### src/rtl/core/ebd_pkg.sv
// Shared types and constants of the energy beat detector.
`default_nettype none

package ebd_pkg;

  localparam int SAMPLE_W  = 16;
  localparam int WORD_W    = 16;
  localparam int ENERGY_W  = 43;
  localparam int WLEN_W    = 13;
  localparam int THR_W     = 8;
  localparam int COUNT_W   = 12;
  localparam int MAG_W     = 17;
  localparam int SQ_W      = 31;
  localparam int CFG_IDX_W = 1;
  localparam int CFG_W     = 13;

  localparam logic [WLEN_W-1:0] MAX_WINDOW   = 13'd4096;
  localparam logic [WLEN_W-1:0] WLEN_RESET   = 13'd800;
  localparam logic [THR_W-1:0]  THR_RESET    = 8'd13;
  localparam int                HISTORY_DEPTH_DEFAULT = 20;

  // Depth of the window queue between front and back.
  localparam int QUEUE_DEPTH = 4;
  localparam int QPTR_W      = $clog2(QUEUE_DEPTH);

  // Configuration register indexes.
  localparam logic [CFG_IDX_W-1:0] REG_WINDOW_LENGTH = 1'd0;
  localparam logic [CFG_IDX_W-1:0] REG_THRESHOLD     = 1'd1;

  typedef struct packed {
    logic signed [SAMPLE_W-1:0] sample;
    logic [WORD_W-1:0]          random_word;
  } in_item_t;

  typedef struct packed {
    logic                beat;
    logic [WORD_W-1:0]   pattern;
    logic [ENERGY_W-1:0] window_energy;
  } out_item_t;

  // One finished window travelling from front to back.
  typedef struct packed {
    logic [ENERGY_W-1:0] energy;
    logic [WORD_W-1:0]   random_word;
  } window_t;

endpackage

`default_nettype wire

### src/rtl/core/ebd_front.sv
// Front end: squares samples, accumulates window energy and emits finished windows.
`default_nettype none

module ebd_front
  import ebd_pkg::*;
(
  input  wire logic              clk,
  input  wire logic              rst,
  input  wire logic [WLEN_W-1:0] window_length,
  input  wire logic              in_valid,
  output logic                   in_ready,
  input  wire in_item_t          in_item,
  output logic                   push_valid,
  input  wire logic              push_ready,
  output window_t                push_data
);

  logic [COUNT_W-1:0]  count;
  logic [COUNT_W-1:0]  count_next;
  logic [WLEN_W-1:0]   count_plus;
  logic [WLEN_W-1:0]   len;
  logic                last;
  logic [MAG_W-1:0]    mag;
  logic [2*MAG_W-1:0]  sq_full;
  logic                accept;

  logic                s1_valid;
  logic                s1_last;
  logic [SQ_W-1:0]     s1_sq;
  logic [WORD_W-1:0]   s1_word;
  logic                s1_go;

  logic [ENERGY_W-1:0] acc;
  logic [ENERGY_W-1:0] acc_sum;

  always_comb begin
    if (window_length == '0) begin
      len = WLEN_W'(1);
    end else if (window_length > MAX_WINDOW) begin
      len = MAX_WINDOW;
    end else begin
      len = window_length;
    end
  end

  assign count_plus = WLEN_W'(count) + WLEN_W'(1);
  assign last       = (count_plus >= len);
  assign count_next = last ? '0 : count_plus[COUNT_W-1:0];

  assign mag     = in_item.sample[SAMPLE_W-1] ? (MAG_W'(0) - MAG_W'(in_item.sample))
                                              : MAG_W'(in_item.sample);
  assign sq_full = mag * mag;

  // A sample that does not close a window only updates the accumulator.
  assign s1_go    = !s1_last || push_ready;
  assign in_ready = !s1_valid || s1_go;
  assign accept   = in_valid && in_ready;

  assign acc_sum = acc + ENERGY_W'(s1_sq);

  assign push_valid            = s1_valid && s1_last;
  assign push_data.energy      = acc_sum;
  assign push_data.random_word = s1_word;

  always_ff @(posedge clk) begin
    if (rst) begin
      count    <= '0;
      s1_valid <= 1'b0;
      acc      <= '0;
    end else begin
      if (accept) begin
        count <= count_next;
      end
      if (in_ready) begin
        s1_valid <= accept;
      end
      if (s1_valid && s1_go) begin
        acc <= s1_last ? '0 : acc_sum;
      end
    end
  end

  always_ff @(posedge clk) begin
    if (accept) begin
      s1_last <= last;
      s1_sq   <= sq_full[SQ_W-1:0];
      s1_word <= in_item.random_word;
    end
  end

endmodule

`default_nettype wire

### src/rtl/core/ebd_queue.sv
// Small queue of finished windows between the front and the back end.
`default_nettype none

module ebd_queue
  import ebd_pkg::*;
(
  input  wire logic    clk,
  input  wire logic    rst,
  input  wire logic    push_valid,
  output logic         push_ready,
  input  wire window_t push_data,
  output logic         pop_valid,
  input  wire logic    pop_ready,
  output window_t      pop_data
);

  window_t            slots [QUEUE_DEPTH];
  logic [QPTR_W-1:0]  head;
  logic [QPTR_W-1:0]  tail;
  logic [QPTR_W:0]    fill;
  logic               do_push;
  logic               do_pop;

  assign push_ready = (fill != (QPTR_W+1)'(QUEUE_DEPTH));
  assign pop_valid  = (fill != '0);
  assign pop_data   = slots[head];
  assign do_push    = push_valid && push_ready;
  assign do_pop     = pop_valid && pop_ready;

  always_ff @(posedge clk) begin
    if (rst) begin
      head <= '0;
      tail <= '0;
      fill <= '0;
    end else begin
      if (do_push) begin
        tail <= (tail == QPTR_W'(QUEUE_DEPTH-1)) ? '0 : tail + QPTR_W'(1);
      end
      if (do_pop) begin
        head <= (head == QPTR_W'(QUEUE_DEPTH-1)) ? '0 : head + QPTR_W'(1);
      end
      if (do_push && !do_pop) begin
        fill <= fill + (QPTR_W+1)'(1);
      end else if (do_pop && !do_push) begin
        fill <= fill - (QPTR_W+1)'(1);
      end
    end
  end

  always_ff @(posedge clk) begin
    if (do_push) begin
      slots[tail] <= push_data;
    end
  end

endmodule

`default_nettype wire

### src/rtl/core/ebd_back.sv
// Back end: history ring, running sum, threshold compare and result register.
`default_nettype none

module ebd_back
  import ebd_pkg::*;
#(
  parameter int HISTORY_DEPTH = HISTORY_DEPTH_DEFAULT
) (
  input  wire logic             clk,
  input  wire logic             rst,
  input  wire logic [THR_W-1:0] threshold_tenths,
  input  wire logic             pop_valid,
  output logic                  pop_ready,
  input  wire window_t          pop_data,
  output logic                  out_valid,
  input  wire logic             out_ready,
  output out_item_t             out_item
);

  localparam int SLOT_W   = $clog2(HISTORY_DEPTH);
  localparam int SUM_W    = ENERGY_W + $clog2(HISTORY_DEPTH);
  localparam int HIST_MUL = HISTORY_DEPTH * 10;
  localparam int LHS_W    = ENERGY_W + $clog2(HIST_MUL + 1);
  localparam int RHS_W    = THR_W + SUM_W;
  localparam int CMP_W    = (LHS_W > RHS_W) ? LHS_W : RHS_W;

  logic [ENERGY_W-1:0]      ring [HISTORY_DEPTH];
  logic [HISTORY_DEPTH-1:0] ring_ok;
  logic [ENERGY_W-1:0]      old_rd;
  logic                     old_ok;
  logic [ENERGY_W-1:0]      old_energy;

  logic [SLOT_W-1:0]        slot;
  logic [SLOT_W-1:0]        slot_next;
  logic [SUM_W-1:0]         sum;

  logic                     adv;
  logic                     pop;

  logic                     p1_valid;
  logic [ENERGY_W-1:0]      p1_energy;
  logic [SUM_W-1:0]         p1_sum;
  logic [WORD_W-1:0]        p1_word;

  logic                     p2_valid;
  logic [CMP_W-1:0]         p2_lhs;
  logic [CMP_W-1:0]         p2_rhs;
  logic [ENERGY_W-1:0]      p2_energy;
  logic [WORD_W-1:0]        p2_word;

  logic                     beat;

  assign adv       = !out_valid || out_ready;
  assign pop       = adv && pop_valid;
  assign pop_ready = adv;

  always_comb begin
    slot_next = slot;
    if (pop) begin
      slot_next = (slot == SLOT_W'(HISTORY_DEPTH-1)) ? '0 : slot + SLOT_W'(1);
    end
  end

  // The oldest entry is read into a register ahead of its use; a never-written entry counts as zero.
  assign old_energy = old_ok ? old_rd : '0;

  always_ff @(posedge clk) begin
    old_rd <= ring[slot_next];
    if (pop) begin
      ring[slot] <= pop_data.energy;
    end
  end

  always_ff @(posedge clk) begin
    if (rst) begin
      ring_ok <= '0;
      old_ok  <= 1'b0;
      slot    <= '0;
      sum     <= '0;
    end else begin
      old_ok <= ring_ok[slot_next];
      slot   <= slot_next;
      if (pop) begin
        ring_ok[slot] <= 1'b1;
        sum           <= sum - SUM_W'(old_energy) + SUM_W'(pop_data.energy);
      end
    end
  end

  always_ff @(posedge clk) begin
    if (rst) begin
      p1_valid  <= 1'b0;
      p2_valid  <= 1'b0;
      out_valid <= 1'b0;
    end else if (adv) begin
      p1_valid  <= pop;
      p2_valid  <= p1_valid;
      out_valid <= p2_valid;
    end
  end

  assign beat = (p2_lhs > p2_rhs);

  always_ff @(posedge clk) begin
    if (adv) begin
      p1_energy <= pop_data.energy;
      p1_sum    <= sum;
      p1_word   <= pop_data.random_word;

      p2_lhs    <= CMP_W'(p1_energy) * CMP_W'(HIST_MUL);
      p2_rhs    <= CMP_W'(threshold_tenths) * CMP_W'(p1_sum);
      p2_energy <= p1_energy;
      p2_word   <= p1_word;

      out_item.beat          <= beat;
      out_item.pattern       <= beat ? p2_word : '0;
      out_item.window_energy <= p2_energy;
    end
  end

endmodule

`default_nettype wire

### src/rtl/core/energy_beat_detector.sv
// Top level of the energy beat detector: configuration registers and block wiring.
`default_nettype none

// The detector takes one signed audio sample per transaction on the input
// channel and adds its square to the energy of the current window. When
// window_length samples have been summed (zero counts as one, values above
// 4096 count as 4096), the window ends and exactly one transaction leaves on
// the output channel; other samples give none. A window beats when its energy
// times HISTORY_DEPTH times ten exceeds threshold_tenths times the sum of the
// previous HISTORY_DEPTH window energies; on a beat the pattern is the random
// word of the sample that closed the window, otherwise zero. The history
// starts all zero after reset, so early windows beat easily. The block takes
// one sample per clock cycle and can deliver one result per clock cycle, even
// when every sample closes a window, while the output is not stalled. Without
// stalls, a closing sample passes the s1 register, the queue, the p1 and p2
// stages and the output register. A four-entry queue separates the front end
// from the compare pipeline, so a stalled output only stalls the input once
// that queue is full. Configuration writes take effect at the next edge and
// are meant for an idle block.

module energy_beat_detector
  import ebd_pkg::*;
#(
  parameter int HISTORY_DEPTH = HISTORY_DEPTH_DEFAULT
) (
  input  wire logic                 clk,
  input  wire logic                 rst,
  input  wire logic                 cfg_write,
  input  wire logic [CFG_IDX_W-1:0] cfg_index,
  input  wire logic [CFG_W-1:0]     cfg_data,
  input  wire logic                 in_valid,
  output logic                      in_ready,
  input  wire in_item_t             in_item,
  output logic                      out_valid,
  input  wire logic                 out_ready,
  output out_item_t                 out_item
);

  logic [WLEN_W-1:0] window_length;
  logic [THR_W-1:0]  threshold_tenths;

  logic    push_valid;
  logic    push_ready;
  window_t push_data;
  logic    pop_valid;
  logic    pop_ready;
  window_t pop_data;

  // Both register indexes are decoded; a write simply replaces the value.
  always_ff @(posedge clk) begin
    if (rst) begin
      window_length    <= WLEN_RESET;
      threshold_tenths <= THR_RESET;
    end else if (cfg_write) begin
      unique case (cfg_index)
        REG_WINDOW_LENGTH: window_length    <= cfg_data[WLEN_W-1:0];
        REG_THRESHOLD:     threshold_tenths <= cfg_data[THR_W-1:0];
        default:           window_length    <= window_length;
      endcase
    end
  end

  // Front end: squaring, accumulation and window counting.
  ebd_front u_front (
    .clk           (clk),
    .rst           (rst),
    .window_length (window_length),
    .in_valid      (in_valid),
    .in_ready      (in_ready),
    .in_item       (in_item),
    .push_valid    (push_valid),
    .push_ready    (push_ready),
    .push_data     (push_data)
  );

  // Finished windows wait here until the back end takes them.
  ebd_queue u_queue (
    .clk        (clk),
    .rst        (rst),
    .push_valid (push_valid),
    .push_ready (push_ready),
    .push_data  (push_data),
    .pop_valid  (pop_valid),
    .pop_ready  (pop_ready),
    .pop_data   (pop_data)
  );

  // Back end: history ring, running sum, compare and output register.
  ebd_back #(
    .HISTORY_DEPTH (HISTORY_DEPTH)
  ) u_back (
    .clk              (clk),
    .rst              (rst),
    .threshold_tenths (threshold_tenths),
    .pop_valid        (pop_valid),
    .pop_ready        (pop_ready),
    .pop_data         (pop_data),
    .out_valid        (out_valid),
    .out_ready        (out_ready),
    .out_item         (out_item)
  );

endmodule

`default_nettype wire
### config.mk
export PLATFORM = sky130hd
export DESIGN_NAME = energy_beat_detector
export DESIGN_NICKNAME = d
export VERILOG_FILES = /design/src/rtl/core/ebd_pkg.sv /design/src/rtl/core/ebd_front.sv /design/src/rtl/core/ebd_queue.sv /design/src/rtl/core/ebd_back.sv /design/src/rtl/core/energy_beat_detector.sv
export SDC_FILE = /design/constraint.sdc
export NUM_CORES = 2
export LEC_CHECK = 0
export BUFFER_PORTS_ARGS = -buffer_cell sky130_fd_sc_hd__buf_2
export CORE_ASPECT_RATIO = 0.9
export CORE_UTILIZATION = 58
export CTS_CLUSTER_DIAMETER = 200
export DETAILED_ROUTE_END_ITERATION = 7
export MAX_ROUTING_LAYER = met4
export PLACE_DENSITY = 0.84
export SLEW_MARGIN = 10
export SYNTH_ARGS = -nofsm -noshare
export SYNTH_HDL_FRONTEND = slang
export SYNTH_HIERARCHICAL = 1
export SYNTH_SLANG_ARGS = --single-unit
export TNS_END_PERCENT = 5
### constraint.sdc
create_clock -name clk -period 9.5 [get_ports clk]
set_input_delay 1.9 -clock clk [delete_from_list [all_inputs] [get_ports clk]]
set_output_delay 1.9 -clock clk [all_outputs]
set_load 0.01 [all_outputs]
# Word-level counts from Yosys, hierarchy flattened

Memories as Yosys holds them, arrays and structs flattened. A register that Yosys moved wholly into a read port is not among the register bits.
Index checks and enable logic that the tools add are counted.

Bits of input ports: 51
RAM bits: 1096
Word-level logic and storage cells: 98
Output and inout port bits: 62
Flip-flop bits (word level): 539
Memories: 2

Equality and inequality tests: 4
Bitwise gates (word level): 2
Multiplexer cells: 22
Magnitude comparators: 6
Add/sub/neg operators: 10
$mul: 3
Reduce and logical (&&, ||, !) cells: 21

Memory list:

| name          | words | bits a word | rd ports | clocked after Yosys merged registers in | wr ports | RTL line        | source |
|---|---|---|---|---|---|---|---|
| u_back.ring   | 20    | 43          | 1        | 1                                       | 1        | ebd_back.sv:27  | `logic [ENERGY_W-1:0] ring [HISTORY_DEPTH];` |
| u_queue.slots | 4     | 59          | 1        | 1                                       | 1        | ebd_queue.sv:17 | `window_t slots [QUEUE_DEPTH];` |

Operators by type and width:

| cell                  | number |
|---|---|
| $mux 43               | 2 |
| $gt 51x56->1          | 1 |
| $mul 8x48->56         | 1 |
| $add 48x43->48        | 1 |
| $mul 43x5->48 const B | 1 |
| $sub 48x43->48        | 1 |
| $add 43x31->43        | 1 |
| $mul 17x17->31        | 1 |
| $mux 13               | 2 |
| $or 20x20->20         | 1 |
| $mux 17               | 1 |
| $sub 1x16->17 const A | 1 |
| $add 12x1->13 const B | 1 |
| $ge 13x13->1          | 1 |
| $gt 13x13->1 const B  | 1 |
| $logic_not 13->1      | 1 |
| $lt 5x6->1 const B    | 2 |
| $mux 12               | 1 |
| $mux 5                | 2 |
| $logic_and 1x1->1     | 8 |
| $mux 2                | 4 |
| $mux 1                | 6 |
| $mux 3                | 2 |
| $add 5x1->5 const B   | 1 |
| other kinds (15)      | 24 |

# Logic depth before layout (Yosys ltp)

Depth in word-level cells: 6
Mapped depth: 32
Depth with buffers taken out: 31

# By module

Netlist, hierarchy kept.

Modules (own cells, without submodules):

| module               | area each (µm²) | instances | sequential area each (µm²) | cells each |
|---|---|---|---|---|
| ebd_back             | 68679.6         | 1         | 38046.5                    | 5037 |
| ebd_front            | 13746.9         | 1         | 2532.4                     | 1519 |
| ebd_queue            | 8983.6          | 1         | 7267.0                     | 357 |
| energy_beat_detector | 895.9           | 1         | 420.4                      | 86 |

# Least setup slack after synthesis

No wires, ideal clock.

Path kind: in2reg
Start: input port in_item[18] (netlist name)
End: register u_front.s1_sq[30] (data pin)
Buffers on the path: 0
Library setup time: 0.260 ns
Arrival: 8.997 ns
Data required time: 9.240 ns
Cell stages on the path: 26
Setup slack: 0.243 ns
Cells stage by stage: or4_4 -> nor4_4 -> nor3b_2 -> nand2_1 -> o31ai_1 -> xnor2_1 -> clkinv_1 -> nor2_1 -> inv_1 -> fa_1 -> fa_1 -> inv_1 -> fa_1 -> fa_1 -> fa_1 -> fa_1 -> ha_1 -> a21o_1 -> a21oi_1 -> o21ai_1 -> or3_1 -> o21ai_0 -> nor3_1 -> a2111oi_0 -> a21oi_1 -> xnor2_1

Cells in the longest elaborated chain, start to end: 3

RTL lines:

| item                          | RTL line                   | source |
|---|---|---|
| start, declared               | energy_beat_detector.sv:33 | `input wire in_item_t in_item,` |
| $sub 1x16->17                 | ebd_front.sv:50            | `assign mag = in_item.sample[SAMPLE_W-1] ? (MAG_W'(0) - MAG_W'(in_item.sample))` |
| $mux 17 *                     | ebd_front.sv:50            |  |
| $mul 17x17->31 *              | ebd_front.sv:52            | `assign sq_full = mag * mag;` |
| named net u_front.sq_full[30] | ebd_front.sv:24            | `logic [2*MAG_W-1:0] sq_full;` |
| end signal, assigned          | ebd_front.sv:86            | `s1_sq <= sq_full[SQ_W-1:0];` |
| end, declared                 | ebd_front.sv:29            | `logic [SQ_W-1:0] s1_sq;` |

Mark *: on every way through the listed nets, which the timed path passes. The rest lies on a longest branch.
A chain may end at the register's enable or synchronous reset.

# Worst setup path after layout

Ends and elaborated chain as after synthesis.

==> reports/metrics.cfg <==
[worst_hold_path]
hold_path_class=flop to flop
hp-start=u_back/p2_energy[13]$_DFFE_PN_
hold_end=u_back/out_item[13]$_DFFE_PN_
holdPathStages=0

[global_routing]
grt_pass1_vias=59669
grt_pass1_wl_microns=354000
overflow=0
grt_max_degree=152
grtUsageTotal=0.299
antenna_found_initial=7

[drt]
wl_met2_microns=115000
postRouteAntennaNets=0
wl_met3_microns=23300
drt-total-wl_microns=233000
first_pass_iters=8
wl_per_cell_microns=24.8
wl_met1_microns=86300
top_layer_used=met4
first_iter_violations=7325
via_count=58372
drc=10
via_per_inst=6.19

[cts]
clkSlewWorstSetupHoldPaths_ns=0.06
clock_sinks=1676
post-cts-setup-buffers=0
numCtsBuffers=164
cts_hold_buf=0
h-tree-depth=4
clk_latency_ns=0.84
cts_root_buf=clkbuf_16
clock_path_buffers=3
cts_tree=yes
post_cts_resized=0

[timing]
fmax_ghz=0.117
tightest_slew_ns=1.20
period_needed_ns=8.52
setup_viol=0
slew_viol_final=0
fin_crit_sh=0.897
rsz0062_at_grt=no
finalHoldViolations=0
fin_setup_tns_ns=0
skew_ns=0.0556
max_slew_margin=0.196

[yosys]
yosysMostFrequentCell=edfxtp_1
synth_warnings=6
yosysSeqAreaShare=0.523
yosys.cell_types.count=108
ys_ff_latch=1676
async_flop_share=0
synth_area_leaders=edfxtp_1 48%, fa_1 12%, mux4_2 6.8%, ha_1 6.1%, dfxtp_1 4.5%
synth_top_area_cell=edfxtp_1
synth_edf_count=1470
syn_area_sq_um=92300
syn_avg_cell_area_sq_um=13.2
synthFlopType=edfxtp_1
ys_top_cells_by_count=1,470 x edfxtp_1, 1,039 x inv_1, 548 x fa_1, 548 x nand2_1, 453 x ha_1
netlist.area_leader.share=0.478
synthCells=6999

[final_layout]
area_delta_synth_final_pct=9.76
final_nets=8228
drive_above_1_share=0.115

[place]
port-buffer-count=112
routabilityCongestion=0.944
dp_hpwl_microns=148000

[critical_path]
critical_path.endpoint_type=flop
slowest_stage=or4_4
worstPathRequired_ns=10.06
critical_path.max_stage_delay_ns=0.58
arrival_ns=9.09
worst_r2r_path_depth=15
critPathLaunchType=input port
crit_path_max_fanout=5
path_class=input port to flop
rr_endpoint=u_back/sum[47]$_SDFFE_PP0P_
rrSetupSlack_ns=3.05

[outcome]
status=complete, but fails checks
failed_checks=DRC

[floorplan]
dieArea_sq_um=161000
io_pins=113
start_util=0.586
die_height_microns=380
coreArea_sq_um=158000
die_x_microns=423
row_count=138

[flow_run]
maxCapViolations=0

-- registers in the layout (all words and copies together) (netlist names), 45 cells and up, named ones only --
signal / count
u_queue/slots: 236
u_back/out_item: 60
u_back/p2_lhs: 45
u_back/p1_sum: 48
u_back/ring: 860
u_back/sum: 48
u_back/p2_rhs: 56
-- worst max-delay path: cells and delay by family --
kind                       cells  cell delay, ns
adders and majority gates      7            3.32
xor gates and xnor gates       2            0.33
and+or+nand+nor                8            1.63
buffers and inverters          9            0.86
AOI/OAI and AO/OA              6            1.03
-- cell type report --
cell class	instances	area [sq um]
inverter	1046	3930
multi-input combinational	4072	39400
clock inverter	85	1090
timing repair buffer	216	1380
antenna	8	20.0
clock buffer	222	4550
fill	10711	56300
sequential	1676	48300
tap	2100	2630
-- how the worst max path moves through the flow --
stage	cells past startpoint	start	slack, ns	endpoint
2_1_floorplan	26	in_item[18]	0.24	u_front/s1_sq[30]$_DFFE_PP_
3_3_place_gp	32	in_item[18]	0.17	u_front/s1_sq[30]$_DFFE_PP_
3_5_place_dp	32	in_item[18]	0.11	u_front/s1_sq[30]$_DFFE_PP_
4_1_cts	32	in_item[18]	0.97	u_front/s1_sq[30]$_DFFE_PP_
5_1_grt	32	in_item[18]	0.53	u_front/s1_sq[30]$_DFFE_PP_
6_report	32	in_item[18]	0.98	u_front/s1_sq[30]$_DFFE_PP_
-- stage by stage --
| step | instance area [sq um] | cells | hold WS, ns | setup WS, ns | util |
|---|---|---|---|---|---|
| global route | 101000 | 9424 | 0.405 | 0.527 | 0.643 |
| CTS | 101000 | 9417 | 0.391 | 0.969 | 0.643 |
| global placement | 95700 | 9110 | 0.402 | 0.168 | 0.607 |
| floorplan | 92400 | 7030 | 0.400 | 0.243 | - |
| finish | 101000 | 9425 | 0.394 | 0.976 | 0.643 |
| detailed placement | 95700 | 9110 | 0.405 | 0.108 | 0.607 |
-- per-layer routing --
layer  vias up  global-route usage
met5         -                   -
met4         0               0.105
met3       676              0.0572
met2      3768               0.486
met1     29087               0.375
li1      24841                   -
-- cells in the final DEF (no fill, tap or decap), types with 31 or more instances in the layout --
cell type / count
edfxtp_1: 1470
inv_1: 1038
fa_1: 548
nand2_1: 546
ha_1: 453
and2_1: 349
a21oi_1: 292
mux4_2: 279
nor2_1: 277
dfxtp_1: 201
clkbuf_16: 167
a21o_1: 149
xnor2_1: 138
o21ai_0: 127
buf_2: 111
buf_4: 102
xor2_1: 76
nand3_1: 58
nand2b_1: 51
a221oi_1: 51
nor3_1: 49
o21ai_1: 48
nand4_1: 45
clkbuf_1: 39
a31oi_1: 37
o21bai_1: 33
conb_1: 33
and3_1: 31
-- logic make-up (layout without fill, tap and decap cells) --
logic type      count (synthesis)  count (layout)  synth area share
fa+ha+maj                    1001            1001             0.180
flops                        1676            1676             0.523
other cells                     2              41         0.0000814
mux                           301             301            0.0705
compound gates                974             974            0.0699
simple gates                 1547            1547            0.0822
xor+xnor                      216             216            0.0207
buf+inv                      1282            1569            0.0534
Power is not shown: default switching activity piles up to over one toggle a cycle in this logic, so the estimate is an artifact.
